<file path="config.mk">
export PLATFORM = sky130hd
export DESIGN_NAME = julia_inverse_iteration_points
export DESIGN_NICKNAME = d
export VERILOG_FILES = /design/src/hdl/jiip_pkg.sv /design/src/hdl/jiip_ram.sv /design/src/hdl/jiip_unit.sv /design/src/hdl/jiip_pix.sv /design/src/hdl/julia_inverse_iteration_points.sv
export SDC_FILE = /design/constraint.sdc
export NUM_CORES = 2
export LEC_CHECK = 0
export BUFFER_PORTS_ARGS = -buffer_cell sky130_fd_sc_hd__buf_2
export CORE_AREA = 10 10 451 453
export CTS_CLUSTER_DIAMETER = 100
export DETAILED_ROUTE_END_ITERATION = 8
export DIE_AREA = 0 0 461 463
export HOLD_SLACK_MARGIN = 0.06
export PLACE_DENSITY_LB_ADDON = 0.25
export SETUP_SLACK_MARGIN = 0.3
export SYNTH_ARGS = -nofsm -noshare
export SYNTH_HDL_FRONTEND = slang
export SYNTH_SLANG_ARGS = --single-unit
</file>
<file path="constraint.sdc">
create_clock -name i_clk -period 17.3 [get_ports i_clk]
set_input_delay 1.73 -clock i_clk [delete_from_list [all_inputs] [get_ports i_clk]]
set_output_delay 1.73 -clock i_clk [all_outputs]
set_load 0.03 [all_outputs]
</file>
<file path="src/hdl/jiip_pkg.sv">
// ----------------------------------------------------------------------------
// jiip_pkg
// Shared types, constants and helpers of the inverse-iteration point walker.
// ----------------------------------------------------------------------------
package jiip_pkg;

    localparam int DEF_STACK_ENTRIES = 16;
    localparam int DEF_VALUE_BITS    = 32;
    localparam int DEF_COORD_BITS    = 11;
    localparam int IN_DATA_W         = 8;
    localparam int CFG_IDX_W         = 3;

    // Register reset values, the fixed-point ones in Q4.28
    localparam longint RST_C_REAL   = -64'sd104958263;
    localparam longint RST_C_IMAG   = -64'sd157571614;
    localparam longint RST_SEED_RE  = 64'sd268435456;
    localparam longint RST_SEED_IM  = 64'sd0;
    localparam longint RST_OFFSET   = 64'sd402653184;
    localparam logic [3:0]  RST_DEPTH = 4'd15;
    localparam logic [11:0] RST_SCALE = 12'd640;
    localparam logic [11:0] RST_FRAME = 12'd1920;

    // Configuration register indexes
    typedef enum logic [CFG_IDX_W-1:0] {
        CFG_C_REAL, CFG_C_IMAG, CFG_SEED_REAL, CFG_SEED_IMAG,
        CFG_DEPTH_LIMIT, CFG_VIEW_OFFSET, CFG_VIEW_SCALE, CFG_FRAME_SIZE
    } t_cfg_idx;

    // Commands of the shared shift-add / square-root unit
    typedef enum logic [2:0] {
        U_NOP, U_MUL_CLR, U_MUL_LD, U_MUL_STEP, U_SQ_ACC, U_SQ_LD, U_SQ_STEP
    } t_uop;

    // Rescale a Q4.28 value to Q4.f, truncating toward zero
    function automatic longint q28_fix(input longint q, input int f);
        longint r;
        if (f >= 28) begin
            r = q <<< (f - 28);
        end else if (q < 0) begin
            r = -((-q) >>> (28 - f));
        end else begin
            r = q >>> (28 - f);
        end
        return r;
    endfunction

endpackage

</file>
<file path="src/hdl/jiip_ram.sv">
// ----------------------------------------------------------------------------
// jiip_ram
// Generic single-write, single-read RAM with registered read data.
// ----------------------------------------------------------------------------
module jiip_ram #(
    parameter int WIDTH = 8,
    parameter int DEPTH = 16
) (
    input  logic                     i_clk,
    input  logic                     i_we,
    input  logic [$clog2(DEPTH)-1:0] i_waddr,
    input  logic [WIDTH-1:0]         i_wdata,
    input  logic [$clog2(DEPTH)-1:0] i_raddr,
    output logic [WIDTH-1:0]         o_rdata
);

    logic [WIDTH-1:0] r_mem [DEPTH];
    logic [WIDTH-1:0] r_rdata;

    // Write port and registered read port
    always_ff @(posedge i_clk) begin
        if (i_we) begin
            r_mem[i_waddr] <= i_wdata;
        end
        r_rdata <= r_mem[i_raddr];
    end

    assign o_rdata = r_rdata;

endmodule

</file>
<file path="src/hdl/jiip_unit.sv">
// ----------------------------------------------------------------------------
// jiip_unit
// Shared iterative arithmetic: shift-add squaring into an accumulator and a
// restoring square root, one bit of multiplier or two radicand bits a cycle.
// ----------------------------------------------------------------------------
module jiip_unit
    import jiip_pkg::*;
#(
    parameter int ROOT_BITS = 34
) (
    input  logic                     i_clk,
    input  t_uop                     i_op,
    input  logic [2*ROOT_BITS-1:0]   i_operand,
    output logic [ROOT_BITS-1:0]     o_root
);

    localparam int RW = 2 * ROOT_BITS;

    logic [RW-1:0]          r_acc;
    logic [RW-1:0]          r_mcd;
    logic [ROOT_BITS-1:0]   r_mpl;
    logic [RW-1:0]          r_rad;
    logic [ROOT_BITS+1:0]   r_rem;
    logic [ROOT_BITS-1:0]   r_root;

    logic [ROOT_BITS+3:0]   rem_sh;
    logic [ROOT_BITS+3:0]   trial;
    logic                   fits;

    // Trial subtraction of one root digit
    assign rem_sh = {r_rem, r_rad[RW-1:RW-2]};
    assign trial  = {2'b00, r_root, 2'b01};
    assign fits   = rem_sh >= trial;

    // Execute one command
    always_ff @(posedge i_clk) begin
        unique case (i_op)
            U_MUL_CLR: begin
                r_acc <= '0;
                r_mcd <= i_operand;
                r_mpl <= i_operand[ROOT_BITS-1:0];
            end
            U_MUL_LD: begin
                r_mcd <= i_operand;
                r_mpl <= i_operand[ROOT_BITS-1:0];
            end
            U_MUL_STEP: begin
                if (r_mpl[0]) begin
                    r_acc <= r_acc + r_mcd;
                end
                r_mcd <= {r_mcd[RW-2:0], 1'b0};
                r_mpl <= {1'b0, r_mpl[ROOT_BITS-1:1]};
            end
            U_SQ_ACC: begin
                r_rad  <= r_acc;
                r_rem  <= '0;
                r_root <= '0;
            end
            U_SQ_LD: begin
                r_rad  <= i_operand;
                r_rem  <= '0;
                r_root <= '0;
            end
            U_SQ_STEP: begin
                r_rad <= {r_rad[RW-3:0], 2'b00};
                if (fits) begin
                    r_rem  <= (ROOT_BITS+2)'(rem_sh - trial);
                    r_root <= {r_root[ROOT_BITS-2:0], 1'b1};
                end else begin
                    r_rem  <= rem_sh[ROOT_BITS+1:0];
                    r_root <= {r_root[ROOT_BITS-2:0], 1'b0};
                end
            end
            default: begin
                r_acc <= r_acc;
            end
        endcase
    end

    assign o_root = r_root;

endmodule

</file>
<file path="src/hdl/jiip_pix.sv">
// ----------------------------------------------------------------------------
// jiip_pix
// Map a scaled coordinate product to a pixel index: truncate toward zero,
// saturate to the frame and flag anything outside it.
// ----------------------------------------------------------------------------
module jiip_pix #(
    parameter int VALUE_BITS = 32,
    parameter int COORD_BITS = 11
) (
    input  logic signed [VALUE_BITS+13:0] i_prod,
    input  logic [COORD_BITS:0]           i_limit,
    output logic [COORD_BITS-1:0]         o_pix,
    output logic                          o_off
);

    localparam int PW = VALUE_BITS + 14;
    localparam int F  = VALUE_BITS - 4;
    localparam int QW = PW - F;

    logic [PW-1:0] mag;
    logic [QW-1:0] q;
    logic [COORD_BITS:0] lim_m1;

    assign mag    = i_prod[PW-1] ? PW'(-i_prod) : PW'(i_prod);
    assign q      = mag[PW-1:F];
    assign lim_m1 = i_limit - 1'b1;

    // Clamp below zero, above the frame, else pass
    always_comb begin
        if (i_prod[PW-1]) begin
            o_pix = '0;
            o_off = |q;
        end else if (q >= QW'(i_limit)) begin
            o_pix = lim_m1[COORD_BITS-1:0];
            o_off = 1'b1;
        end else begin
            o_pix = q[COORD_BITS-1:0];
            o_off = 1'b0;
        end
    end

endmodule

</file>
<file path="src/hdl/julia_inverse_iteration_points.sv">
// ----------------------------------------------------------------------------
// julia_inverse_iteration_points
// Depth-first walker of the inverse-image tree of z -> z*z + c on a stack.
// ----------------------------------------------------------------------------
// A restart transfer (tdata bit 0 high) empties the stack and seeds the start
// point. Each advance transfer pops one point and returns its pixel column,
// row and level; a point that spawns two preimages computes them on the one
// shared shift-add / square-root unit: two squarings of VALUE_BITS+1 steps
// and three square roots of VALUE_BITS+2 steps, run back to back. An advance
// on an empty stack returns nothing. A finished result waits in the output
// register while the next transfer is taken.
module julia_inverse_iteration_points
    import jiip_pkg::*;
#(
    parameter int STACK_ENTRIES = DEF_STACK_ENTRIES,
    parameter int VALUE_BITS    = DEF_VALUE_BITS,
    parameter int COORD_BITS    = DEF_COORD_BITS
) (
    input  logic                     i_clk,
    input  logic                     i_rst_n,
    // configuration write port
    input  logic                     i_cfg_we,
    input  logic [CFG_IDX_W-1:0]     i_cfg_idx,
    input  logic [VALUE_BITS-1:0]    i_cfg_data,
    // input stream
    input  logic                     i_s_axis_tvalid,
    output logic                     o_s_axis_tready,
    input  logic [IN_DATA_W-1:0]     i_s_axis_tdata,  // [0] restart
    // output stream
    output logic                     o_m_axis_tvalid,
    input  logic                     i_m_axis_tready,
    output logic [((2*COORD_BITS+4+7)/8)*8-1:0] o_m_axis_tdata,
                                     // pixel_col, pixel_row, point_level
    output logic                     o_m_axis_tlast,  // walk_done
    output logic                     o_m_axis_tuser   // off_frame
);

    localparam int V     = VALUE_BITS;
    localparam int C     = COORD_BITS;
    localparam int F     = V - 4;
    localparam int W     = V + 1;
    localparam int K     = V + 2;
    localparam int RW    = 2 * K;
    localparam int EW    = 2 * V + 4;
    localparam int PW    = V + 14;
    localparam int CW    = $clog2(STACK_ENTRIES + 1);
    localparam int AW    = $clog2(STACK_ENTRIES);
    localparam int SW    = $clog2(K);
    localparam int OUT_W = ((2 * C + 4 + 7) / 8) * 8;
    localparam int LMW   = (C >= 12) ? C + 2 : 13;

    typedef enum logic [4:0] {
        S_IDLE, S_POP, S_LOAD, S_PIXX, S_PIXY, S_PIXD,
        S_MULA, S_LDB, S_MULB, S_LDS1, S_SQ1, S_LDS2, S_SQ2,
        S_LDS3, S_SQ3, S_PUSHP, S_PUSHN, S_EMIT
    } t_state;

    // configuration
    logic signed [V-1:0] r_c_re, r_c_im, r_seed_re, r_seed_im, r_off;
    logic [3:0]          r_depth;
    logic [11:0]         r_scale, r_frame;

    // sequencer and datapath
    t_state              r_state;
    logic [CW-1:0]       r_count;
    logic [SW-1:0]       r_step;
    logic signed [V-1:0] r_zr, r_zi, r_wr, r_wi;
    logic [3:0]          r_lvl;
    logic signed [V:0]   r_a, r_b;
    logic signed [PW-1:0] r_prod;
    logic [K-1:0]        r_rt;
    logic [C-1:0]        r_col, r_row;
    logic                r_offx, r_offf;

    // output register
    logic                r_out_valid;
    logic [C-1:0]        r_o_col, r_o_row;
    logic [3:0]          r_o_lvl;
    logic                r_o_off, r_o_done;

    logic                in_xfer, out_free, spawn, has_room;
    logic [CW-1:0]       count_dec;
    logic                ram_we;
    logic [AW-1:0]       ram_waddr, ram_raddr;
    logic [EW-1:0]       ram_wdata, ram_rdata;
    t_uop                u_op;
    logic [RW-1:0]       u_operand;
    logic [K-1:0]        u_root;
    logic [W-1:0]        ua, ub;
    logic [K+1:0]        sum_p, sum_m, rad_src;
    logic [RW-1:0]       radicand;
    logic signed [V-1:0] wi_now;
    logic signed [V:0]   pix_sum;
    logic signed [V-1:0] pix_coord;
    logic signed [12:0]  pix_sc;
    logic signed [PW-1:0] pix_prod;
    logic [C-1:0]        pix_val;
    logic                pix_off;
    logic [LMW-1:0]      frame_ext;
    logic [C:0]          limit;

    assign in_xfer   = i_s_axis_tvalid && o_s_axis_tready;
    assign out_free  = !r_out_valid || i_m_axis_tready;
    assign spawn     = r_lvl < r_depth;
    assign has_room  = r_count < CW'(STACK_ENTRIES);
    assign count_dec = r_count - 1'b1;

    // Configuration registers
    always_ff @(posedge i_clk) begin
        if (!i_rst_n) begin
            r_c_re    <= V'(q28_fix(RST_C_REAL, F));
            r_c_im    <= V'(q28_fix(RST_C_IMAG, F));
            r_seed_re <= V'(q28_fix(RST_SEED_RE, F));
            r_seed_im <= V'(q28_fix(RST_SEED_IM, F));
            r_depth   <= RST_DEPTH;
            r_off     <= V'(q28_fix(RST_OFFSET, F));
            r_scale   <= RST_SCALE;
            r_frame   <= RST_FRAME;
        end else if (i_cfg_we) begin
            unique case (t_cfg_idx'(i_cfg_idx))
                CFG_C_REAL:      r_c_re    <= i_cfg_data;
                CFG_C_IMAG:      r_c_im    <= i_cfg_data;
                CFG_SEED_REAL:   r_seed_re <= i_cfg_data;
                CFG_SEED_IMAG:   r_seed_im <= i_cfg_data;
                CFG_DEPTH_LIMIT: r_depth   <= i_cfg_data[3:0];
                CFG_VIEW_OFFSET: r_off     <= i_cfg_data;
                CFG_VIEW_SCALE:  r_scale   <= i_cfg_data[11:0];
                CFG_FRAME_SIZE:  r_frame   <= i_cfg_data[11:0];
                default:         r_depth   <= r_depth;
            endcase
        end
    end

    // Frame limit clamped to 1 .. 2^C
    assign frame_ext = LMW'(r_frame);
    always_comb begin
        if (frame_ext == '0) begin
            limit = (C+1)'(1);
        end else if (frame_ext > (LMW'(1) << C)) begin
            limit = (C+1)'(1) << C;
        end else begin
            limit = frame_ext[C:0];
        end
    end

    // Pixel product: one multiplier shared by both coordinates
    assign pix_coord = (r_state == S_PIXX) ? r_zr : r_zi;
    assign pix_sum   = {pix_coord[V-1], pix_coord} + {r_off[V-1], r_off};
    assign pix_sc    = {1'b0, r_scale};
    assign pix_prod  = PW'(pix_sum) * PW'(pix_sc);

    jiip_pix #(
        .VALUE_BITS (V),
        .COORD_BITS (C)
    ) u_pix (
        .i_prod  (r_prod),
        .i_limit (limit),
        .o_pix   (pix_val),
        .o_off   (pix_off)
    );

    // Operands of the shared unit
    assign ua       = r_a[V] ? W'(-r_a) : W'(r_a);
    assign ub       = r_b[V] ? W'(-r_b) : W'(r_b);
    assign sum_p    = {2'b00, u_root} + {{3{r_a[V]}}, r_a};
    assign sum_m    = {2'b00, r_rt} - {{3{r_a[V]}}, r_a};
    assign rad_src  = (r_state == S_LDS2) ? sum_p : sum_m;
    assign radicand = RW'(rad_src) << (F - 1);
    assign wi_now   = r_b[V] ? -$signed(u_root[V-1:0]) : $signed(u_root[V-1:0]);

    always_comb begin
        u_op      = U_NOP;
        u_operand = RW'(ua);
        unique case (r_state)
            S_PIXD:  u_op = spawn ? U_MUL_CLR : U_NOP;
            S_MULA:  u_op = U_MUL_STEP;
            S_LDB: begin
                u_op      = U_MUL_LD;
                u_operand = RW'(ub);
            end
            S_MULB:  u_op = U_MUL_STEP;
            S_LDS1:  u_op = U_SQ_ACC;
            S_LDS2, S_LDS3: begin
                u_op      = U_SQ_LD;
                u_operand = radicand;
            end
            S_SQ1, S_SQ2, S_SQ3: u_op = U_SQ_STEP;
            default: u_op = U_NOP;
        endcase
    end

    jiip_unit #(
        .ROOT_BITS (K)
    ) u_unit (
        .i_clk     (i_clk),
        .i_op      (u_op),
        .i_operand (u_operand),
        .o_root    (u_root)
    );

    // Stack writes: seed on restart, the two preimages after the roots
    always_comb begin
        ram_we    = 1'b0;
        ram_waddr = r_count[AW-1:0];
        ram_wdata = {r_lvl + 4'd1, r_wi, r_wr};
        unique case (r_state)
            S_IDLE: begin
                ram_we    = in_xfer && i_s_axis_tdata[0];
                ram_waddr = '0;
                ram_wdata = {4'd0, r_seed_im, r_seed_re};
            end
            S_PUSHP: begin
                ram_we    = has_room;
                ram_wdata = {r_lvl + 4'd1, wi_now, r_wr};
            end
            S_PUSHN: begin
                ram_we    = has_room;
                ram_wdata = {r_lvl + 4'd1, -r_wi, -r_wr};
            end
            default: ram_we = 1'b0;
        endcase
    end

    assign ram_raddr = count_dec[AW-1:0];

    jiip_ram #(
        .WIDTH (EW),
        .DEPTH (STACK_ENTRIES)
    ) u_stack (
        .i_clk   (i_clk),
        .i_we    (ram_we),
        .i_waddr (ram_waddr),
        .i_wdata (ram_wdata),
        .i_raddr (ram_raddr),
        .o_rdata (ram_rdata)
    );

    // Sequencer
    always_ff @(posedge i_clk) begin
        if (!i_rst_n) begin
            r_state     <= S_IDLE;
            r_count     <= '0;
            r_out_valid <= 1'b0;
        end else begin
            // drop a taken result unless a new one replaces it this cycle
            if (r_out_valid && i_m_axis_tready && r_state != S_EMIT) begin
                r_out_valid <= 1'b0;
            end
            unique case (r_state)
                S_IDLE: begin
                    if (in_xfer) begin
                        if (i_s_axis_tdata[0]) begin
                            r_count <= CW'(1);
                        end else begin
                            r_state <= S_POP;
                        end
                    end
                end
                S_POP: begin
                    if (r_count == '0) begin
                        r_state <= S_IDLE;
                    end else begin
                        r_count <= count_dec;
                        r_state <= S_LOAD;
                    end
                end
                S_LOAD: begin
                    r_zr    <= ram_rdata[V-1:0];
                    r_zi    <= ram_rdata[2*V-1:V];
                    r_lvl   <= ram_rdata[EW-1:2*V];
                    r_state <= S_PIXX;
                end
                S_PIXX: begin
                    r_prod  <= pix_prod;
                    r_a     <= {r_zr[V-1], r_zr} - {r_c_re[V-1], r_c_re};
                    r_b     <= {r_zi[V-1], r_zi} - {r_c_im[V-1], r_c_im};
                    r_state <= S_PIXY;
                end
                S_PIXY: begin
                    r_col   <= pix_val;
                    r_offx  <= pix_off;
                    r_prod  <= pix_prod;
                    r_state <= S_PIXD;
                end
                S_PIXD: begin
                    r_row   <= pix_val;
                    r_offf  <= r_offx | pix_off;
                    r_step  <= '0;
                    r_state <= spawn ? S_MULA : S_EMIT;
                end
                S_MULA: begin
                    r_step <= r_step + 1'b1;
                    if (r_step == SW'(W - 1)) begin
                        r_state <= S_LDB;
                    end
                end
                S_LDB: begin
                    r_step  <= '0;
                    r_state <= S_MULB;
                end
                S_MULB: begin
                    r_step <= r_step + 1'b1;
                    if (r_step == SW'(W - 1)) begin
                        r_state <= S_LDS1;
                    end
                end
                S_LDS1: begin
                    r_step  <= '0;
                    r_state <= S_SQ1;
                end
                S_SQ1: begin
                    r_step <= r_step + 1'b1;
                    if (r_step == SW'(K - 1)) begin
                        r_state <= S_LDS2;
                    end
                end
                S_LDS2: begin
                    r_rt    <= u_root;
                    r_step  <= '0;
                    r_state <= S_SQ2;
                end
                S_SQ2: begin
                    r_step <= r_step + 1'b1;
                    if (r_step == SW'(K - 1)) begin
                        r_state <= S_LDS3;
                    end
                end
                S_LDS3: begin
                    r_wr    <= u_root[V-1:0];
                    r_step  <= '0;
                    r_state <= S_SQ3;
                end
                S_SQ3: begin
                    r_step <= r_step + 1'b1;
                    if (r_step == SW'(K - 1)) begin
                        r_state <= S_PUSHP;
                    end
                end
                S_PUSHP: begin
                    r_wi <= wi_now;
                    if (has_room) begin
                        r_count <= r_count + 1'b1;
                    end
                    r_state <= S_PUSHN;
                end
                S_PUSHN: begin
                    if (has_room) begin
                        r_count <= r_count + 1'b1;
                    end
                    r_state <= S_EMIT;
                end
                S_EMIT: begin
                    if (out_free) begin
                        r_out_valid <= 1'b1;
                        r_o_col     <= r_col;
                        r_o_row     <= r_row;
                        r_o_lvl     <= r_lvl;
                        r_o_off     <= r_offf;
                        r_o_done    <= r_count == '0;
                        r_state     <= S_IDLE;
                    end
                end
                default: r_state <= S_IDLE;
            endcase
        end
    end

    assign o_s_axis_tready = r_state == S_IDLE;
    assign o_m_axis_tvalid = r_out_valid;
    assign o_m_axis_tdata  = OUT_W'({r_o_lvl, r_o_row, r_o_col});
    assign o_m_axis_tlast  = r_o_done;
    assign o_m_axis_tuser  = r_o_off;

endmodule

</file>
==> metrics.csv <==
stage,metric,value,unit
status,outcome,finished clean,
sta,Worst-Margin Slew,1.36,ns
critical_path,Buf/Inv on CP,6,
synthesis,count of different cell masters after synthesis,85,
pwr,Static Leak,0.0433,µW
synthesis,"EDFF count, synth",1732,
cts,number of post-CTS setup repair buffers,0,
sta,f_max,0.0849,GHz
critical_path,crit-path max cell delay,0.74,ns
synthesis,Syn Area/Cell,12.5,µm²
synthesis,Synth Register Bits,1999,
synthesis,ys async rst share,0,%
cts,# resized after CTS,0,
sta,slew margin rel.,9.62,%
cts,Inserted Clock Buffers,203,
cts,Worst-Skew Late Latency,0.90,ns
floorplan,Die Ht,463,µm
floorplan,Site Rows,162,
global_routing,Tot GR Track Use,26.4,%
placement,post-place setup slack,5.81,ns
critical_path,CP dominant cell by count,fa_1,
placement,Final HPWL DP,192000,µm
run,max_cap viols,0,
global_routing,grt total ovfl,0,
cells_and_area,final core utilization,60.1,%
sta,final worst-path cycle share,68.1,%
cells_and_area,Final Non-Filler Cells,11300,
critical_path,"CP delay by family, top",compound AO/OA/AOI/OAI gates,
cts,clock slew at reported path FFs,0.07,ns
cells_and_area,share of layout cells above drive strength 1,11.7,%
cells_and_area,"commonest non-fill, non-tap cell in the layout",edfxtp_1,
synthesis,Mapped Cells,8494,
cells_and_area,area grow syn2layout,9.98,%
cts,CTS H-tree lvls,4,
cells_and_area,Fill cells,15000,
routing,post-route ant nets,0,
sta,"Worst Setup Slack, final",5.52,ns
routing,final wirelength,287000,µm
cts,# clock sinks,1999,
placement,GP Congestion,0.978,
cts,Longest Clk Path Bufs,3,
sta,skew final,0.0809,ns
global_routing,initial antenna violation count,30,
hold_path,Hold Path Class,reg2reg,
routing,# DRC,0,
critical_path,Crit Path Category,reg2reg,
critical_path,"Req. time, crit path",17.86,ns
floorplan,num ports,84,
critical_path,Critical-path top delay cell,dfxtp_1,
synthesis,top post-synthesis cells by area,"edfxtp_1, mux4_2, fa_1, dfxtp_1, ha_1",
placement,I/O Buffers,70,
critical_path,worst-path fanout max,36,
cts,clk root buf,clkbuf_16,
floorplan,Die X-Extent,461,µm
routing,1st-pass router iterations,7,
sta,final worst path period need,11.78,ns
critical_path,critical path arrival,12.34,ns
sta,Hold Fails Final Rpt,0,
global_routing,first-pass GRT wire length,429000,µm
synthesis,yosys warns,0,
routing,Via Count,69900,
critical_path,Worst setup EP type,register,
cells_and_area,NumNets Final,9314,
synthesis,mapped cell area,106000,µm²
pwr,Worst VDD drop,0.148,mV
critical_path,critical path startpoint category,register,
sta,RSZ-0062 raised after global routing,no,
floorplan,effective utilization at floorplan,54.6,%
routing,vias per inst,6.21,
sta,setup tns final,0,ns
global_routing,number of global-route vias before repair,68500,
cts,CTS tree,built,
cts,# hold bufs at CTS,0,
synthesis,register area share after synthesis,54.1,%
pwr,P per Cell Area,115,nW/µm²
floorplan,Core Region,194000,µm²
global_routing,largest net degree at the start of global routing,173,
sta,Setup-failing EPs final,0,
synthesis,Synth top area share,49.1,%
synthesis,top_reg_cell synth,edfxtp_1,
routing,Routed wire per std cell,25.5,µm
sta,Final Max Tran Viols,0,
synthesis,post-synth top area cell,edfxtp_1,
cells_and_area,"commonest non-fill, non-tap cells in the layout","edfxtp_1, nand2_1, inv_1, a21oi_1, nor2_1",
placement,placed cells,10900,
floorplan,Die Area,213000,µm²
routing,drt first-iter violations,8000,
power by group:
group	leakage (µW)	switching, µW	internal, µW
Sequential	0.0181	124	5620
Combinational	0.0219	1750	1290
Clock	0.00339	1970	2610
cell type report:
class	instances	area, µm²	share of cell area, %
Antenna cell	23	57.6	0.0494
Clock buffer	265	5520	4.73
Clock inverter	118	1550	1.33
Inverter	682	2560	2.20
Tap cell	2542	3180	2.73
Multi-Input combinational cell	5424	45000	38.6
Timing Repair Buffer	203	1370	1.18
Sequential cell	1999	57400	49.2
per-stage QoR:
step / hold WS, ns / power [µW] / cell area, µm²
3_5_place_dp: 0.389 / 8850 / 109000
4_1_cts: 0.398 / 13400 / 117000
6_report: 0.388 / 13400 / 117000
5_1_grt: 0.410 / 13900 / 117000
2_1_floorplan: 0.386 / 7960 / 106000
3_3_place_gp: 0.387 / 8780 / 109000
metal layers:
metal | global-route usage, % | vias up | wire length, µm
met5 | 0 | - | 12
met4 | 12.4 | 2 | 13900
met3 | 4.21 | 672 | 23700
met2 | 41.6 | 3265 | 134000
met1 | 36.0 | 35000 | 115000
li1 | - | 31000 | -
Yosys cell counts, types with 177 or more instances:
master / instances
dfxtp_1: 267
fa_1: 354
a21oi_1: 495
xnor2_1: 280
ha_1: 399
nor2_1: 433
inv_1: 679
and2_1: 208
nand2_1: 1020
mux4_2: 340
o21ai_0: 265
clkbuf_1: 344
a21o_1: 177
nand3_1: 180
edfxtp_1: 1732
cell families after synthesis:
| kind of cell | after synthesis | synth area share (%) |
|---|---|---|
| simple gates | 2305 | 9.95 |
| mux | 423 | 8.05 |
| compound gates | 1539 | 9.38 |
| fa+ha+maj | 753 | 11.4 |
| flops | 1999 | 54.1 |
| other cells | 1 | 0.00354 |
| buf+inv | 1076 | 3.84 |
| xor+xnor | 398 | 3.29 |
state kept, by name (all words and copies together), names as in the netlist, 33 cells and up:
name	cells
r_a	33
r_b	33
r_prod	46
r_rt	34
u_stack.o_rdata	68
u_stack.r_mem	1088
u_unit.o_root	34
u_unit.r_acc	68
u_unit.r_mcd	68
u_unit.r_mpl	34
u_unit.r_rad	68
u_unit.r_rem	36
path summary, 6_finish.rpt:
kind                            start         end  slack, ns  cells past startpoint
hold reg to reg   u_stack.o_rdata[46]    r_zi[14]       0.39                      0
setup reg to reg           r_state[3]  r_prod[45]       5.52                     36
hold / removal    u_stack.o_rdata[46]    r_zi[14]       0.39                      0
setup / recovery           r_state[3]  r_prod[45]       5.52                     36
worst register-to-register path, delay by kind of cell, from the launching register on:
kind                       cells  cell delay, ns
adders and majority gates      8            3.57
xor gates and xnor gates       2            0.47
buffers and inverters          6            1.26
and+or+nand+nor                2            0.46
DFF                            1            0.74
AOI/OAI and AO/OA             18            5.02
Note: power is estimated with default switching activity, not from simulation.
